==> src/hdl/pmks_pkg.sv <==
// ----------------------------------------------------------------------------
// pmks_pkg
// Shared types and constants of the k-nearest patch selection core.
// ----------------------------------------------------------------------------
package pmks_pkg;

	localparam int KEEP_MAX    = 16;
	localparam int SAMPLE_W    = 16;
	localparam int INDEX_W     = 20;
	localparam int DIST_W      = 38;
	localparam int SQ_W        = 2 * SAMPLE_W;
	localparam int SEL_W       = 5;
	localparam int CNT_W       = $clog2(KEEP_MAX + 1);
	localparam int SLOT_W      = (KEEP_MAX > 1) ? $clog2(KEEP_MAX) : 1;
	localparam int LIM_W       = (CNT_W > SEL_W) ? CNT_W : SEL_W;
	localparam int QUEUE_DEPTH = 4;
	localparam int QPTR_W      = $clog2(QUEUE_DEPTH);
	localparam int QCNT_W      = $clog2(QUEUE_DEPTH + 1);
	localparam int PADDR_W     = 3;
	localparam int PDATA_W     = 32;

	localparam logic [SEL_W-1:0] SELECT_COUNT_RESET = SEL_W'(8);
	localparam logic             REG_SELECT_COUNT   = 1'b0;

	typedef struct packed {
		logic [DIST_W-1:0]  distance;
		logic [INDEX_W-1:0] index;
		logic               window_end;
	} cand_entry_t;

	typedef struct packed {
		logic [QCNT_W-1:0] count;
		logic              empty;
	} queue_status_t;

	typedef enum logic {
		BK_INSERT,
		BK_EMIT
	} back_state_t;

endpackage

==> src/hdl/patch_match_k_nearest_select_core.sv <==
// ----------------------------------------------------------------------------
// patch_match_k_nearest_select_core
// Block matching: sums squared differences per candidate patch and keeps the
// select_count nearest candidates of each window, emitted in ascending order.
// ----------------------------------------------------------------------------
//  channel   handshake                      payload
//  samples   start / busy                   cand_sample ref_sample cand_index
//                                           patch_last window_last
//  matches   match_valid (strobe)           match_index match_distance last_match
//  config    psel penable pwrite pready     paddr pwdata prdata
//
// Samples are taken one per cycle while busy is low; a patch end makes the back end
// enter the candidate into its sorted list, through a four-entry queue.
// A window end makes the back end emit its kept candidates one per cycle;
// busy rises once the queue holds four candidates, counting one about to enter
// it, and holds input back until an entry leaves the queue.
// Results are registered behind the sample stage, queue and sorted list; the
// receiver cannot stall. Reset clears the control state at once, with no clearing pass.
// ----------------------------------------------------------------------------
module patch_match_k_nearest_select_core (
	input  logic                          clk,
	input  logic                          arst_n,
	input  logic                          start,
	output logic                          busy,
	input  logic [pmks_pkg::SAMPLE_W-1:0] cand_sample,
	input  logic [pmks_pkg::SAMPLE_W-1:0] ref_sample,
	input  logic [pmks_pkg::INDEX_W-1:0]  cand_index,
	input  logic                          patch_last,
	input  logic                          window_last,
	output logic                          match_valid,
	output logic [pmks_pkg::INDEX_W-1:0]  match_index,
	output logic [pmks_pkg::DIST_W-1:0]   match_distance,
	output logic                          last_match,
	input  logic                          psel,
	input  logic                          penable,
	input  logic                          pwrite,
	input  logic [pmks_pkg::PADDR_W-1:0]  paddr,
	input  logic [pmks_pkg::PDATA_W-1:0]  pwdata,
	output logic [pmks_pkg::PDATA_W-1:0]  prdata,
	output logic                          pready
);
	import pmks_pkg::*;

	logic             push;
	cand_entry_t      push_entry;
	cand_entry_t      head;
	queue_status_t    q_status;
	logic             pop;
	logic [SEL_W-1:0] select_count_q;
	logic             reg_sel;

	assign pready  = 1'b1;
	assign reg_sel = paddr[2];

	always_ff @(posedge clk or negedge arst_n) begin
		if (!arst_n) begin
			select_count_q <= SELECT_COUNT_RESET;
		end else if (psel && penable && pwrite && pready && reg_sel == REG_SELECT_COUNT) begin
			select_count_q <= pwdata[SEL_W-1:0];
		end
	end

	assign prdata = (reg_sel == REG_SELECT_COUNT) ? PDATA_W'(select_count_q) : '0;

	pmks_front u_front (
		.clk         (clk),
		.arst_n      (arst_n),
		.start       (start),
		.busy        (busy),
		.cand_sample (cand_sample),
		.ref_sample  (ref_sample),
		.cand_index  (cand_index),
		.patch_last  (patch_last),
		.window_last (window_last),
		.q_status    (q_status),
		.push        (push),
		.push_entry  (push_entry)
	);

	pmks_queue u_queue (
		.clk        (clk),
		.arst_n     (arst_n),
		.push       (push),
		.push_entry (push_entry),
		.pop        (pop),
		.head       (head),
		.status     (q_status)
	);

	pmks_back u_back (
		.clk            (clk),
		.arst_n         (arst_n),
		.head           (head),
		.q_empty        (q_status.empty),
		.select_count   (select_count_q),
		.pop            (pop),
		.match_valid    (match_valid),
		.match_index    (match_index),
		.match_distance (match_distance),
		.last_match     (last_match)
	);

endmodule

==> src/hdl/pmks_front.sv <==
// ----------------------------------------------------------------------------
// pmks_front
// Accepts sample pairs, squares their difference and accumulates each patch;
// a finished patch is pushed to the candidate queue.
// ----------------------------------------------------------------------------
module pmks_front (
	input  logic                          clk,
	input  logic                          arst_n,
	input  logic                          start,
	output logic                          busy,
	input  logic [pmks_pkg::SAMPLE_W-1:0] cand_sample,
	input  logic [pmks_pkg::SAMPLE_W-1:0] ref_sample,
	input  logic [pmks_pkg::INDEX_W-1:0]  cand_index,
	input  logic                          patch_last,
	input  logic                          window_last,
	input  pmks_pkg::queue_status_t       q_status,
	output logic                          push,
	output pmks_pkg::cand_entry_t         push_entry
);
	import pmks_pkg::*;

	logic                accept;
	logic [SAMPLE_W-1:0] diff;
	logic [SQ_W-1:0]     sq;
	logic                valid_s1;
	logic [SQ_W-1:0]     sq_s1;
	logic [INDEX_W-1:0]  index_s1;
	logic                end_s1;
	logic                wlast_s1;
	logic [DIST_W-1:0]   sum_q;
	logic [DIST_W:0]     sum_wide;
	logic [DIST_W-1:0]   sum_sat;
	logic [QCNT_W:0]     committed;

	assign committed = {1'b0, q_status.count} + {{QCNT_W{1'b0}}, valid_s1 & end_s1};
	assign busy      = committed >= (QCNT_W + 1)'(QUEUE_DEPTH);
	assign accept    = start & ~busy;

	assign diff = (cand_sample >= ref_sample) ? (cand_sample - ref_sample)
	                                          : (ref_sample - cand_sample);
	assign sq   = {{SAMPLE_W{1'b0}}, diff} * {{SAMPLE_W{1'b0}}, diff};

	always_ff @(posedge clk or negedge arst_n) begin
		if (!arst_n) begin
			valid_s1 <= 1'b0;
		end else begin
			valid_s1 <= accept;
		end
	end

	always_ff @(posedge clk) begin
		if (accept) begin
			sq_s1    <= sq;
			index_s1 <= cand_index;
			end_s1   <= patch_last | window_last;
			wlast_s1 <= window_last;
		end
	end

	assign sum_wide = {1'b0, sum_q} + (DIST_W + 1)'(sq_s1);
	assign sum_sat  = sum_wide[DIST_W] ? {DIST_W{1'b1}} : sum_wide[DIST_W-1:0];

	always_ff @(posedge clk or negedge arst_n) begin
		if (!arst_n) begin
			sum_q <= '0;
		end else if (valid_s1) begin
			sum_q <= end_s1 ? '0 : sum_sat;
		end
	end

	assign push                  = valid_s1 & end_s1;
	assign push_entry.distance   = sum_sat;
	assign push_entry.index      = index_s1;
	assign push_entry.window_end = wlast_s1;

endmodule

==> src/hdl/pmks_queue.sv <==
// ----------------------------------------------------------------------------
// pmks_queue
// Short first-in first-out queue of finished candidates between front and
// back.
// ----------------------------------------------------------------------------
module pmks_queue (
	input  logic                    clk,
	input  logic                    arst_n,
	input  logic                    push,
	input  pmks_pkg::cand_entry_t   push_entry,
	input  logic                    pop,
	output pmks_pkg::cand_entry_t   head,
	output pmks_pkg::queue_status_t status
);
	import pmks_pkg::*;

	cand_entry_t       slots_q [QUEUE_DEPTH];
	logic [QPTR_W-1:0] wr_ptr_q;
	logic [QPTR_W-1:0] rd_ptr_q;
	logic [QCNT_W-1:0] count_q;

	always_ff @(posedge clk) begin
		if (push) begin
			slots_q[wr_ptr_q] <= push_entry;
		end
	end

	always_ff @(posedge clk or negedge arst_n) begin
		if (!arst_n) begin
			wr_ptr_q <= '0;
			rd_ptr_q <= '0;
			count_q  <= '0;
		end else begin
			if (push) begin
				wr_ptr_q <= (wr_ptr_q == QPTR_W'(QUEUE_DEPTH - 1)) ? '0 : wr_ptr_q + 1'b1;
			end
			if (pop) begin
				rd_ptr_q <= (rd_ptr_q == QPTR_W'(QUEUE_DEPTH - 1)) ? '0 : rd_ptr_q + 1'b1;
			end
			count_q <= count_q + QCNT_W'(push) - QCNT_W'(pop);
		end
	end

	assign head         = slots_q[rd_ptr_q];
	assign status.count = count_q;
	assign status.empty = (count_q == '0);

	a_no_overflow: assert property (@(posedge clk) disable iff (!arst_n)
		push |-> (count_q != QCNT_W'(QUEUE_DEPTH)) || pop)
		else $error("Candidate queue written while full.");

	a_no_underflow: assert property (@(posedge clk) disable iff (!arst_n)
		pop |-> count_q != '0)
		else $error("Candidate queue read while empty.");

endmodule

==> src/hdl/pmks_back.sv <==
// ----------------------------------------------------------------------------
// pmks_back
// Keeps the sorted list of the nearest candidates and emits it, one entry a
// cycle, at the end of each window.
// ----------------------------------------------------------------------------
module pmks_back (
	input  logic                          clk,
	input  logic                          arst_n,
	input  pmks_pkg::cand_entry_t         head,
	input  logic                          q_empty,
	input  logic [pmks_pkg::SEL_W-1:0]    select_count,
	output logic                          pop,
	output logic                          match_valid,
	output logic [pmks_pkg::INDEX_W-1:0]  match_index,
	output logic [pmks_pkg::DIST_W-1:0]   match_distance,
	output logic                          last_match
);
	import pmks_pkg::*;

	back_state_t        state_q;
	back_state_t        state_d;
	logic               emit;
	logic [DIST_W-1:0]  dist_q  [KEEP_MAX];
	logic [INDEX_W-1:0] index_q [KEEP_MAX];
	logic [CNT_W-1:0]   kept_q;
	logic [SLOT_W-1:0]  slot_q;
	logic [LIM_W-1:0]   sel_wide;
	logic [CNT_W-1:0]   limit;
	logic [CNT_W-1:0]   kept_cut;
	logic               full;
	logic [CNT_W-1:0]   limit_m1;
	logic [DIST_W-1:0]  worst;
	logic               enter;
	logic [CNT_W-1:0]   kept_base;
	logic [KEEP_MAX-1:0] stay;
	logic               emit_last;

	assign sel_wide = LIM_W'(select_count);
	always_comb begin
		if (sel_wide == '0) begin
			limit = CNT_W'(1);
		end else if (sel_wide > LIM_W'(KEEP_MAX)) begin
			limit = CNT_W'(KEEP_MAX);
		end else begin
			limit = sel_wide[CNT_W-1:0];
		end
	end

	assign kept_cut  = (kept_q > limit) ? limit : kept_q;
	assign full      = (kept_cut == limit);
	assign limit_m1  = limit - 1'b1;
	assign worst     = dist_q[limit_m1[SLOT_W-1:0]];
	assign enter     = ~full | (head.distance < worst);
	assign kept_base = full ? limit_m1 : kept_cut;

	always_comb begin
		for (int i = 0; i < KEEP_MAX; i++) begin
			stay[i] = (CNT_W'(i) < kept_base) && (dist_q[i] <= head.distance);
		end
	end

	assign emit_last = (CNT_W'(slot_q) + 1'b1) == kept_q;

	always_comb begin
		state_d = state_q;
		unique case (state_q)
			BK_INSERT: begin
				if (!q_empty && head.window_end) begin
					state_d = BK_EMIT;
				end
			end
			BK_EMIT: begin
				if (emit_last) begin
					state_d = BK_INSERT;
				end
			end
			default: state_d = BK_INSERT;
		endcase
	end

	always_comb begin
		pop  = 1'b0;
		emit = 1'b0;
		unique case (state_q)
			BK_INSERT: pop  = ~q_empty;
			BK_EMIT:   emit = 1'b1;
			default: begin
				pop  = 1'b0;
				emit = 1'b0;
			end
		endcase
	end

	always_ff @(posedge clk or negedge arst_n) begin
		if (!arst_n) begin
			state_q     <= BK_INSERT;
			kept_q      <= '0;
			slot_q      <= '0;
			match_valid <= 1'b0;
		end else begin
			state_q     <= state_d;
			match_valid <= emit;
			if (pop) begin
				if (enter) begin
					kept_q <= kept_base + 1'b1;
				end else begin
					kept_q <= kept_cut;
				end
			end else if (emit && emit_last) begin
				kept_q <= '0;
			end
			if (emit) begin
				slot_q <= emit_last ? '0 : slot_q + 1'b1;
			end
		end
	end

	always_ff @(posedge clk) begin
		if (pop && enter) begin
			for (int i = 0; i < KEEP_MAX; i++) begin
				if (!stay[i]) begin
					if (i == 0 || stay[(i == 0) ? 0 : i - 1]) begin
						dist_q[i]  <= head.distance;
						index_q[i] <= head.index;
					end else begin
						dist_q[i]  <= dist_q[(i == 0) ? 0 : i - 1];
						index_q[i] <= index_q[(i == 0) ? 0 : i - 1];
					end
				end
			end
		end
	end

	always_ff @(posedge clk) begin
		if (emit) begin
			match_index    <= index_q[slot_q];
			match_distance <= dist_q[slot_q];
			last_match     <= emit_last;
		end
	end

	a_last_gap: assert property (@(posedge clk) disable iff (!arst_n)
		(match_valid && last_match) |=> !match_valid)
		else $error("Result strobe continued past the final match.");

	a_kept_bound: assert property (@(posedge clk) disable iff (!arst_n)
		kept_q <= CNT_W'(KEEP_MAX))
		else $error("Kept list count exceeds its capacity.");

	a_no_pop_in_emit: assert property (@(posedge clk) disable iff (!arst_n)
		emit |-> !pop)
		else $error("Candidate taken during list emission.");

endmodule
==> config.mk <==
export PLATFORM = sky130hd
export DESIGN_NAME = patch_match_k_nearest_select_core
export DESIGN_NICKNAME = d
export VERILOG_FILES = /design/src/hdl/pmks_pkg.sv /design/src/hdl/patch_match_k_nearest_select_core.sv /design/src/hdl/pmks_front.sv /design/src/hdl/pmks_queue.sv /design/src/hdl/pmks_back.sv
export SDC_FILE = /design/constraint.sdc
export NUM_CORES = 2
export LEC_CHECK = 0
export BUFFER_PORTS_ARGS = -buffer_cell sky130_fd_sc_hd__buf_4
export CORE_ASPECT_RATIO = 2
export CORE_MARGIN = 5
export CORE_UTILIZATION = 65
export CTS_BUF_LIST = sky130_fd_sc_hd__clkbuf_2 sky130_fd_sc_hd__clkbuf_4 sky130_fd_sc_hd__clkbuf_8
export DETAILED_ROUTE_END_ITERATION = 10
export PLACE_DENSITY = 0.79
export SLEW_MARGIN = 10
export SYNTH_ARGS = -nofsm -noshare
export SYNTH_HDL_FRONTEND = slang
export SYNTH_SLANG_ARGS = --single-unit
==> constraint.sdc <==
create_clock -name clk -period 11.5 [get_ports clk]
set_input_delay 0.575 -clock clk [delete_from_list [all_inputs] [get_ports clk]]
set_output_delay 0.575 -clock clk [all_outputs]
set_load 0.01 [all_outputs]
---- Word level (Yosys, flattened, before mapping) ----
Memories as Yosys holds them, arrays and structs flattened. A register that Yosys moved wholly into a read port is not among the register bits.
Cells that the tools add are included.
cells by class
  add/sub/neg operators ................... 12
  multiply operators ...................... 1
  order comparisons ....................... 37
  equal/unequal tests ..................... 4
  multiplexer cells ....................... 173
  bitwise logic cells ..................... 39
  reductions and logical operators ........ 26
operator list
  operator                                                                     number
  38-bit two-way mux                                                           17
  38-bit <= comparator                                                         16
  20-bit two-way mux                                                           15
  1-bit two-way mux                                                            128
  4-bit by 5-bit less-than comparator with 1-bit output, first input constant  8
  5-bit two-way mux                                                            8
  38-bit by 32-bit adder with 39-bit output                                    1
  38-bit less-than comparator                                                  1
  16-bit by 16-bit multiplier with 32-bit output                               1
  1-bit bitwise OR                                                             32
  16-bit subtractor                                                            2
  1-bit logical AND                                                            22
  3-bit by 5-bit less-than comparator with 1-bit output, first input constant  4
  16-bit >= comparator                                                         1
  16-bit two-way mux                                                           1
  5-bit == test                                                                2
  1-bit by 5-bit less-than comparator with 1-bit output, first input constant  2
  2-bit by 5-bit less-than comparator with 1-bit output, first input constant  2
  4-bit by 1-bit adder with 5-bit output, second input constant                1
  5-bit by 1-bit adder with 5-bit output, second input constant                1
  5-bit greater-than comparator                                                1
  5-bit greater-than comparator, second input constant                         1
  5-bit logical NOT                                                            1
  1-bit inverter                                                               5
  15 further kinds                                                             19
word-level totals
  register bits after elaboration ......... 117
  bits in writable memories ............... 1164
  input port bits ......................... 95
  word-level logic and storage cells ...... 310
  memories ................................ 3
memory list
  name             depth  bits a word  read ports  clocked after Yosys merged registers in  wr ports  line              RTL
  u_back.dist_q    16     38           18          1                                        16        pmks_back.sv:23   logic [DIST_W-1:0] dist_q [KEEP_MAX];
  u_back.index_q   16     20           16          1                                        16        pmks_back.sv:24   logic [INDEX_W-1:0] index_q [KEEP_MAX];
  u_queue.slots_q  4      59           1           0                                        1         pmks_queue.sv:17  cand_entry_t slots_q [QUEUE_DEPTH];

---- Logic depth before layout (Yosys ltp) ----
  word-level depth ........................ 14
  mapped depth ............................ 40

---- Modules after synthesis ----
Synthesis repeated with hierarchy kept, for this count alone.
second synthesis, totals
  cells, all modules ...................... 7589
  area, all modules ....................... 91570.3 um^2
modules (own cells, without submodules)
  module                             instances  cells an instance  area an instance (um^2)  seq. area each (um^2)
  pmks_back                          1          5676               68348.1                  29913.7
  pmks_front                         1          1523               13768.2                  2567.5
  pmks_queue                         1          344                8986.1                   7262.0
  patch_match_k_nearest_select_core  1          46                 467.9                    126.4

---- Worst setup path before layout ----
OpenSTA, ideal clock, no wires.
  kind .................................... in2reg
  start point ............................. input cand_sample[0] (netlist bit)
  end point ............................... register u_front.sq_s1[30] (data pin)
  arrival time ............................ 8.931 ns
  setup slack ............................. 2.311 ns
  stages .................................. 40
  path through ............................ inv_1 > ha_1 > inv_1 > fa_1 > a21o_1 > nand3_1 > a31o_2 > nor3_1 > o21ai_0 > buf_2 > buf_2 > mux2i_1 > xor2_1 > inv_1 > clkbuf_1 > nand2_1 > inv_1 > fa_1 > [... 4 more ...] > inv_1 > fa_1 > inv_1 > fa_1 > inv_1 > fa_1 > inv_1 > ha_1 > a21oi_1 > o21ai_0 > a221o_1 > nor2_1 > o31a_1 > nor3_1 > o41ai_1 > o2111ai_1 > a21oi_1 > xnor2_1
between the ends
  cells in the longest elaborated chain, start to end .. 3
RTL lines
  element                                           line                                     RTL
  from (decl)                                       patch_match_k_nearest_select_core.sv:25  input logic [pmks_pkg::SAMPLE_W-1:0] cand_sample,
  16-bit subtractor, or another cell as far along   pmks_front.sv:40                         : (ref_sample - cand_sample);
  16-bit two-way mux *                              pmks_front.sv:39                         assign diff = (cand_sample >= ref_sample) ? (cand_sample - ref_sample)
  16-bit by 16-bit multiplier with 32-bit output *  pmks_front.sv:41                         assign sq = {{SAMPLE_W{1'b0}}, diff} * {{SAMPLE_W{1'b0}}, diff};
  via u_front.sq[30]                                pmks_front.sv:24                         logic [SQ_W-1:0] sq;
  to (signal assigned)                              pmks_front.sv:53                         sq_s1 <= sq;
  to (decl)                                         pmks_front.sv:26                         logic [SQ_W-1:0] sq_s1;
Mark *: on every way through the listed nets, which the timed path passes. The rest lies on a longest branch.
A chain may end at the register's enable or synchronous reset.

==> results.ini <==
[status]
status = complete, but fails checks
violations = capacitance limit, slew limit

[detailed_routing]
drt_iter0_markers = 7274
vias_per_cell = 7.28
dr_total_vias = 63745
drt-pass1-iter-count = 6
drt_wl_total_um = 304000
drc = 0
ant_nets = 0
avgRoutedWirePerCell_um = 34.7

[grt]
met3_usage_pct = 9.07
antenna_found_initial = 17
grt_busiest_layer = met2
grt_max_degree = 120
gr-usage-met2_pct = 67.7
grt_pass1_wl_um = 437000
met1_usage_pct = 44.4
grt_pass1_vias = 65663
overflow = 0
track_usage_pct = 41.3

[yosys]
synth_largest_area_cell = edfxtp_1
netlist_area_mm2 = 0.0899
ys_ff_latch = 1338
synth_common_cells = 1276 x edfxtp_1, 820 x ha_1, 723 x mux2_2, 538 x mux4_2, 469 x inv_1
synth_top_area_share_pct = 42.6
synth_edf_count = 1276
yosysSeqAreaShare_pct = 44.3
synth_most_common_cell = edfxtp_1
yosysWarnings = 0
synthCells = 6573
synthTopCellsByArea = edfxtp_1 43%, mux4_2 13%, ha_1 11%
postSynthAreaPerCell_um2 = 13.7
ys_async_sr_fraction_pct = 4.63
dominantRegCellSynth = edfxtp_1
synth_cell_types = 93

[timing]
rsz0062_at_grt = no
tns_ns = 0
maxSlewViolCount = 3
tightest_slew_ns = 1.52
layout_min_cycle_time_ns = 9.63
fmax_mhz = 104
post-route-period-util_pct = 83.8
hold_violations = 0
relSlewSlack_pct = -2.57
setup_viol = 0
fin_worst_skew_ns = 0.109

[cts]
post_cts_resized = 0
clk_pin_slew_ns = 0.06
numCtsBuffers = 197
root_buffer = clkbuf_8
holdBufCountCts = 28
clkLatencyLatePin_ns = 1.02
cts_tree = built
ctsHtreeMaxLevel = 4
post_cts_buffers = 0
clock-sinks = 1338
clockBufferDepth = 4

[placement]
port_buffers = 131
place_congestion = 1.03
dp_hpwl_um = 208000

[floorplanning]
die_area_mm2 = 0.146
initial_core_util_pct = 65.2
die_y_um = 536
rows = 193
ios = 189
die_w_um = 273
core_area_mm2 = 0.138

[setup_path]
rr_endpoint = u_back.dist_q[14][28]$_DFFE_PP_
start_kind = flip-flop
setup.worst_path.end_class = flip-flop
reg2reg_from = select_count_q[4]$_DFFE_PN0P_
endpoint = u_back.dist_q[14][28]$_DFFE_PP_
critPathLaunch = select_count_q[4]$_DFFE_PN0P_
reg2reg_depth = 21
crit_path_max_fanout = 68
cp.arrival_ns = 10.19
r2r_slack_ns = 1.87
cp.required_ns = 12.06
crit_type = reg2reg

[finish]
syn_to_final_growth_pct = 8.59
nNetsFinal = 7813
seq_area_mm2 = 0.0399
multi_input_area_mm2 = 0.0468
n_fill_cell = 9467
layout-drive-gt1-share_pct = 28.2

[worst_hold_path]
min_path_type = in2reg
hold_depth = 3

[run]
cap_violations = 1

[cell type report]
cell class	count	area share, %
Antenna cell	12	0.0308
Inverter	478	1.86
Timing Repair Buffer	311	2.74
Clock buffer	255	3.26
Tap cell	1852	2.37
Clock inverter	100	0.923
Multi-Input combinational cell	4405	48.0
Sequential cell	1338	40.9
[cells in the final DEF (no fill, tap or decap), drive strengths merged, types with 15 or more instances in the layout]
cell	count
o22ai	32
nand2	212
ha	820
xor2	28
o21ai	264
a221oi	15
nor2	243
nand4	125
nand2b	31
buf	283
xnor2	63
dlygate4sd3	28
a211oi	32
o211ai	27
inv	477
clkbuf	255
dfrtp	61
and3	22
a21o	210
edfxtp	1276
nor3	49
nor2b	42
mux2i	24
a21oi	268
o21a	23
fa	167
mux4	538
mux2	777
and4	15
conb	28
bufinv	16
clkinv	77
nand3	167
[cells by family (layout without fill, tap and decap cells)]
group | Yosys count | after routing | share of synthesized area [%]
simple gates | 982 | 982 | 5.38
flops | 1338 | 1338 | 44.3
compound gates | 978 | 978 | 6.83
mux | 1339 | 1339 | 23.5
fa+ha+maj | 987 | 987 | 15.1
other cells | 2 | 40 | 0.00835
buf+inv | 856 | 1144 | 3.96
xor+xnor | 91 | 91 | 0.886
[worst min-delay path by stage]
stage / start / slack [ns] / end
3_5_place_dp: u_front.index_s1[1]$_DFFE_PP_ / 0.48 / u_queue.slots_q[0][2]$_DFFE_PP_
6_report: penable / 0.20 / select_count_q[3]$_DFFE_PN1P_
4_1_cts: pwrite / 0.17 / select_count_q[3]$_DFFE_PN1P_
3_3_place_gp: u_front.index_s1[1]$_DFFE_PP_ / 0.47 / u_queue.slots_q[2][2]$_DFFE_PP_
5_1_grt: penable / 0.20 / select_count_q[3]$_DFFE_PN1P_
2_1_floorplan: arst_n / 0.28 / select_count_q[0]$_DFFE_PN0P_
[critical path, stage by stage, from the launching register on]
cell and delay, ns:
dfrtp_1 0.49, inv_2 0.27, o21a_4 0.36, inv_6 0.18
ha_1 0.51, inv_6 0.68, buf_4 0.35, mux4_2 0.36
mux4_2 0.50, inv_1 0.08, ha_1 0.24, a21oi_1 0.11
o21ai_0 0.19, a221oi_1 1.03, o21ai_0 0.68, a2111oi_2 0.54
o21ai_2 0.20, a21o_1 0.46, buf_4 0.31, a31o_2 0.29
inv_4 0.65, buf_4 0.54
[registers in the layout, summed over array words and instances, names as in the netlist, 2 cells and up]
signal                 flops
u_back.slot_q              4
u_back.index_q           320
u_back.dist_q            608
u_queue.wr_ptr_q           2
u_front.sum_q             38
u_front.sq_s1             31
u_queue.count_q            3
u_queue.rd_ptr_q           2
u_queue.slots_q          236
select_count_q             5
u_back.kept_q              5
u_front.index_s1          20
u_back.match_distance     38
u_back.match_index        20
[per-stage QoR]
stage	util (%)	cells	instance area (um2)	hold slack [ns]	setup WS, ns
after floorplan	-	6599	90000	0.279	2.31
after global placement	67.6	8355	93200	0.469	1.28
after detailed placement	67.6	8355	93200	0.481	1.21
after CTS	70.8	8738	97600	0.174	2.15
after global routing	70.8	8741	97600	0.204	1.61
final	70.8	8751	97700	0.200	1.87
[metal layers]
metal	share of wire, %	vias to the layer above	wire length, um
met1	30	31629	91600
met4	12	12	36800
met3	9.6	1667	29200
li1	-	25888	-
met2	48	4549	146000
met5	0.029	-	89
Power is left out: the tool's default activity adds up to more than one toggle a clock period on the data nets, which glitch-free logic cannot reach.
